<file path="src/design/q2e_pkg.sv">
// ----------------------------------------------------------------------------
// q2e_pkg
// shared types, constants and rounding helpers for the quaternion to euler block
// ----------------------------------------------------------------------------
package q2e_pkg;

  localparam int OPND_W  = 18;   // atan2 operand width, Q14
  localparam int SUM_W   = 36;   // exact Q28 sum width
  localparam int ISQ_STEPS = 15; // square root steps for a 29 bit radicand
  localparam int ATAN_LEN  = 24;

  localparam logic signed [SUM_W-1:0] ONE_Q28 = 36'sd268435456;
  localparam logic signed [31:0] HALF_PI_Q28 = 32'sd421657428;
  localparam logic signed [15:0] PI_Q13 = 16'sd25736;
  localparam logic signed [14:0] HALF_PI_Q13 = 15'sd12868;

  localparam logic signed [31:0] ATAN_Q28 [ATAN_LEN] = '{
    32'sd210828714, 32'sd124459457, 32'sd65760959, 32'sd33381290,
    32'sd16755422,  32'sd8385879,   32'sd4193963,  32'sd2097109,
    32'sd1048571,   32'sd524287,    32'sd262144,   32'sd131072,
    32'sd65536,     32'sd32768,     32'sd16384,    32'sd8192,
    32'sd4096,      32'sd2048,      32'sd1024,     32'sd512,
    32'sd256,       32'sd128,       32'sd64,       32'sd32
  };

  // one queued item between the front and the back
  typedef struct packed {
    logic signed [OPND_W-1:0] roll_y;
    logic signed [OPND_W-1:0] roll_x;
    logic signed [OPND_W-1:0] yaw_y;
    logic signed [OPND_W-1:0] yaw_x;
    logic signed [15:0]       s;      // pitch sine, Q14
    logic [28:0]              n;      // 1 - s*s, Q28
    logic                     clamp;
    logic                     psign;
  } q2e_entry_t;

  typedef struct packed {
    logic full;
    logic empty;
  } q2e_qstat_t;

  // Q28 -> Q14, round half away from zero, no saturation
  function automatic logic signed [SUM_W:0] rnd_q14(input logic signed [SUM_W-1:0] v);
    logic [SUM_W-1:0] mag;
    logic [SUM_W-1:0] r;
    mag = v[SUM_W-1] ? SUM_W'(-v) : SUM_W'(v);
    r = (mag + SUM_W'(8192)) >> 14;
    return v[SUM_W-1] ? -$signed({1'b0, r}) : $signed({1'b0, r});
  endfunction

  // Q28 sum -> saturated Q14 atan2 operand
  function automatic logic signed [OPND_W-1:0] to_opnd(input logic signed [SUM_W-1:0] v);
    logic signed [SUM_W:0] r;
    r = rnd_q14(v);
    if (r > 37'sd131071) begin
      return 18'sd131071;
    end else if (r < -37'sd131072) begin
      return -18'sd131072;
    end else begin
      return r[OPND_W-1:0];
    end
  endfunction

endpackage

</file>
<file path="src/design/q2e_fifo.sv">
// ----------------------------------------------------------------------------
// q2e_fifo
// short queue that decouples the front from the back
// ----------------------------------------------------------------------------
module q2e_fifo #(
  parameter int DEPTH = 4
) (
  input  logic                clk,
  input  logic                rst,
  input  logic                push,
  input  q2e_pkg::q2e_entry_t push_entry,
  input  logic                pop,
  output q2e_pkg::q2e_entry_t pop_entry,
  output q2e_pkg::q2e_qstat_t stat
);
  import q2e_pkg::*;

  localparam int AW = (DEPTH > 1) ? $clog2(DEPTH) : 1;
  localparam int CW = $clog2(DEPTH + 1);

  q2e_entry_t mem [DEPTH];
  logic [AW-1:0] wr_ptr, rd_ptr;
  logic [CW-1:0] count;

  assign stat.full  = (count == CW'(DEPTH));
  assign stat.empty = (count == '0);
  assign pop_entry  = mem[rd_ptr];

  always_ff @(posedge clk) begin
    if (rst) begin
      wr_ptr <= '0;
      rd_ptr <= '0;
      count  <= '0;
    end else begin
      if (push) begin
        wr_ptr <= (wr_ptr == AW'(DEPTH - 1)) ? '0 : wr_ptr + 1'b1;
      end
      if (pop) begin
        rd_ptr <= (rd_ptr == AW'(DEPTH - 1)) ? '0 : rd_ptr + 1'b1;
      end
      if (push && !pop) begin
        count <= count + 1'b1;
      end else if (pop && !push) begin
        count <= count - 1'b1;
      end
    end
  end

  always_ff @(posedge clk) begin
    if (push) begin
      mem[wr_ptr] <= push_entry;
    end
  end

endmodule

</file>
<file path="config.mk">
export PLATFORM = sky130hd
export DESIGN_NAME = q2e_fifo
export DESIGN_NICKNAME = d
export VERILOG_FILES = /design/src/design/q2e_pkg.sv /design/src/design/q2e_fifo.sv
export SDC_FILE = /design/constraint.sdc
export NUM_CORES = 1
export LEC_CHECK = 0
export BUFFER_PORTS_ARGS = -buffer_cell sky130_fd_sc_hd__buf_2
export CAP_MARGIN = 5
export CELL_PAD_IN_SITES_DETAIL_PLACEMENT = 0
export CELL_PAD_IN_SITES_GLOBAL_PLACEMENT = 2
export CORE_MARGIN = 2
export CORE_UTILIZATION = 41
export CTS_CLUSTER_SIZE = 14
export DETAILED_ROUTE_END_ITERATION = 6
export MAX_ROUTING_LAYER = met4
export PLACE_DENSITY_LB_ADDON = 0.3
export REMOVE_ABC_BUFFERS = 1
export SLEW_MARGIN = 20
export SYNTH_ARGS = -nofsm -noshare
export SYNTH_HDL_FRONTEND = slang
export SYNTH_SLANG_ARGS = --single-unit
export TNS_END_PERCENT = 1
</file>
<file path="constraint.sdc">
create_clock -name clk -period 3.9 [get_ports clk]
set_input_delay 0.39 -clock clk [delete_from_list [all_inputs] [get_ports clk]]
set_output_delay 0.39 -clock clk [all_outputs]
set_load 0.005 [all_outputs]
</file>
# Word-level counts from Yosys, hierarchy flattened
# Memory sizes are Yosys's and may differ from the RTL's. A register that Yosys moved wholly into a read port is not among the register bits.
# Cells that the tools add are included.
# totals
n_memories	1
ff_bits	7
inputBits	123
ram_bits	476
output_inout_bits	121
wordCells	25
# memory_table
name	words	width	rd	rd_ports_with_merged_regs	write_ports	line_no	text
mem	4	119	1	1	1	q2e_fifo.sv:21	q2e_entry_t mem [DEPTH];
# op_classes
n_mux	8
addsub	4
reduce_logical	6
eq_ne	3
# op_table
cell	n
2-to-1 mux 2 bit	4
2-to-1 mux 3 bit	2
adder 2 x 1 -> 2 bit, second input constant	2
== test 2 bit, second input constant	2
adder 3 x 1 -> 3 bit, second input constant	1
== test 3 bit, second input constant	1
logical NOT 3 bit	1
subtractor 3 x 1 -> 3 bit, second input constant	1
logical AND 1 bit	2
logical NOT 1 bit	2
2-to-1 mux 1 bit	2
nonzero test 2 bit	1

# Longest topological paths before layout
# depth
word_depth	4
depth_mapped	7

# Worst setup path before layout
# OpenSTA, ideal clock, no wires.
# synth_timing
kind	register to register
from	register wr_ptr[0]
to	memory mem[3][0] (netlist bit), enable pin
slack_ps	128
required_time_ps	3409
t_arrival_ps	3280
n_path_buf	0
path_stages_with_launch	3
path_cell_list	dfxtp_1 ha_1 and2_1
# synth_rtl
element	line_no	text
start: declaration	q2e_fifo.sv:22	logic [AW-1:0] wr_ptr, rd_ptr;
start signal: assignment	q2e_fifo.sv:36	wr_ptr <= (wr_ptr == AW'(DEPTH - 1)) ? '0 : wr_ptr + 1'b1;
end: declaration	q2e_fifo.sv:21	
# Straight into the memory's write port.

==> impl_metrics.csv <==
group,metric,value,unit
status,status,"finished clean",
die,die_x,211.8,um
clock_tree,root_buffer,"clkbuf_16",
layout,multi_input_area,0.002935,mm^2
pwr,power_switching,2.389,mW
routing,drtPass1Iterations,4,
layout,nets,1138,
worst_setup_path,crit_type,"register to primary output",
layout,area_growth,22.96,%
synthesis,synthCells,665,
worst_setup_path,cp_data_arrival_time,2490,ps
clock_tree,post_cts_buffers,0,
worst_setup_path,start_kind,"register",
synthesis,ys_types,19,
die,rows,76,
timing,slew_headroom,42.99,%
timing,holdWs,41.90,ps
layout,seq_area,0.01448,mm^2
pwr,combPwrFrac,8.0,%
timing,fmax,347.0,MHz
clock_tree,clock-sinks,485,
worst_setup_path,crit_fanout,35,
die,die_area,0.04488,mm^2
pwr,p_total,11.51,mW
global_routing,grt_pass1_wl,50980,um
timing,fin_skew,16.25,ps
clock_tree,cts_buffers,50,
placed_design,gp_congestion,0.7029,
clock_tree,clock_path_buffers,3,
flow_run,drv_cap,0,
synthesis,synth_seq_cells,485,
timing,slew_viol_final,0,
synthesis,synth_top_area_share,80.70,%
pwr,p_clk_share,39.4,%
pwr,p_per_area,528.3,mW/mm^2
pwr,p_sw_share,20.77,%
timing,setup_viol,0,
die,io_pins,244,
die,initial_utilization,41.30,%
clock_tree,insertion_delay,570,ps
routing,drtIter0Drc,474,
global_routing,grt_pass1_vias,8565,
clock_tree,h-tree-depth,2,
worst_setup_path,critPathMaxStageDelay,810,ps
pwr,pwr-share-seq,52.6,%
global_routing,grt_start_max_net_pins,78,
worst_setup_path,crit_slowest_cell,"dfxtp_4",
timing,hold_viol,0,
global_routing,overflow,0,
worst_setup_path,crit_chain,"buf_12 > mux4_2 > buf_2",
placed_design,hpwl,19770,um
layout,final_core_util,50.78,%
timing,fin_crit_sh,73.90,%
routing,vias_per_cell,4.915,
routing,vias,8061,
routing,wl_per_cell,20.74,um
global_routing,track_usage,15.89,%
synthesis,synth_largest_area_cell,"edfxtp_1",
clock_tree,cts_tree,"built",
placed_design,port_buffers,243,
clock_tree,cts_hold_buf,56,
worst_setup_path,path_delay_family,"flip-flops",
timing,grt_setup_unrepaired,"false",
pwr,power.leakage,7.325,nW
timing,period_minus_slack,2882,ps
synthesis,yosysWarnings,0,
worst_setup_path,required,3510,ps
worst_hold_path,holdCritPathClass,"primary input to register",
pwr,vdd_drop_max,0.4385,mV
die,die_h,211.8,um
routing,detail-route-antenna-nets,0,
worst_setup_path,cp_num_buf_inv,2,
synthesis,yosysSeqAreaShare,81.72,%
layout,drive_gt1_share,43.32,%
pwr,p_int,9.117,mW
synthesis,netlist_area,0.01771,mm^2
worst_setup_path,cp-end-kind,"primary output",
clock_tree,post_cts_resized,0,
synthesis,synth.area.top_cells,"edfxtp_1, mux4_2, buf_12",
clock_tree,clk_pin_slew,60,ps
layout,nFillCells,3441,
timing,tightest_slew,855.2,ps
routing,drc,0,
synthesis,syn_avg_cell_area,26.63,um^2
die,core_area,0.04289,mm^2
global_routing,antenna_found_initial,7,
routing,wl,34010,um
[cells in the mapped netlist, drive strengths merged]
cell / count
nor2: 7
o21ai: 1
a21oi: 2
edfxtp: 476
mux4: 119
clkbuf: 1
buf: 25
fa: 1
inv: 4
dfxtp: 9
or3: 1
mux2i: 4
nor3b: 2
nor3: 1
xor2: 2
and2: 4
ha: 6
[final cells by class]
cell class                      instances  share of cell area, %
Inverter                                4                0.06894
Clock inverter                         25                 0.8905
Antenna cell                            7                0.08043
Sequential cell                       485                  66.49
Timing Repair Buffer                  317                  9.296
Multi-Input combinational cell        150                  13.48
Tap cell                              585                  3.361
Clock buffer                           67                  6.331
[through the flow]
stage | setup WS (ps) | TNS, ps | std cells | area [um^2]
floorplan | -2079 | -247400 | 639 | 17410
global placement | 1512 | 0 | 1485 | 19630
detailed placement | 1510 | 0 | 1485 | 19630
CTS | 874.1 | 0 | 1633 | 21760
global route | 809.4 | 0 | 1640 | 21780
finish | 1018 | 0 | 1640 | 21780
[worst paths after layout]
kind,startpoint,to,slack (ps),depth (start not counted)
setup / recovery,register,pop_entry[36],1020,3
setup reg to reg,wr_ptr[0],mem[0][44],1970,4
hold reg to reg,count[2],count[2],510,2
hold / removal,push_entry[88],mem[3][88],40,1
[sequential cells by signal, indices dropped and copies added (netlist names), named ones only]
signal  count
mem       476
rd_ptr      2
count       3
wr_ptr      2
[worst reg2reg max path, cell delays in order (launching register included)]
cell     delay (ps)
dfxtp_1         350
inv_1            90
ha_1            140
and2_4          660
buf_12          350
[metal layers]
| layer | vias up | track usage [%] | part of all wire, % |
|---|---|---|---|
| li1 | 3581 | - | - |
| met1 | 4229 | 19.76 | 42 |
| met2 | 203 | 25.27 | 50 |
| met3 | 48 | 4.688 | 6.9 |
| met4 | 0 | 5.051 | 1.8 |
| met5 | - | - | 0 |
[cell usage in the layout, fill, tap and decap left out, drive strengths merged]
cell and count:
a21oi 2, and2 4, buf 261, bufinv 3
clkbuf 67, clkinv 20, clkinvlp 1, dfxtp 9
diode 7, dlygate4sd3 56, edfxtp 476, fa 1
ha 6, inv 5, mux2i 4, mux4 119
nor2 7, nor3 1, nor3b 2, o21ai 1
or3 1, xor2 2
[kinds of logic after synthesis]
group / Yosys count / share of synthesized area [%]
buffers and inverters: 30 / 1.766
AND/OR/NAND/NOR: 15 / 0.4380
adder cells (fa/ha/maj): 7 / 0.5369
multiplexers: 123 / 15.36
flip-flops: 485 / 81.72
XOR/XNOR: 2 / 0.09892
AO/OA/AOI/OAI: 3 / 0.08474
[power by group through the flow]
stage	sequential (mW)	combinational (mW)	clock [mW]
3_3_place_gp	6.16	0.899	0
5_1_grt	6.07	1.01	4.88
4_1_cts	6.06	0.955	4.67
3_5_place_dp	6.17	0.905	0
6_report	6.05	0.925	4.53
2_1_floorplan	6.21	0.452	0
Power figures use the tool's default switching activity.
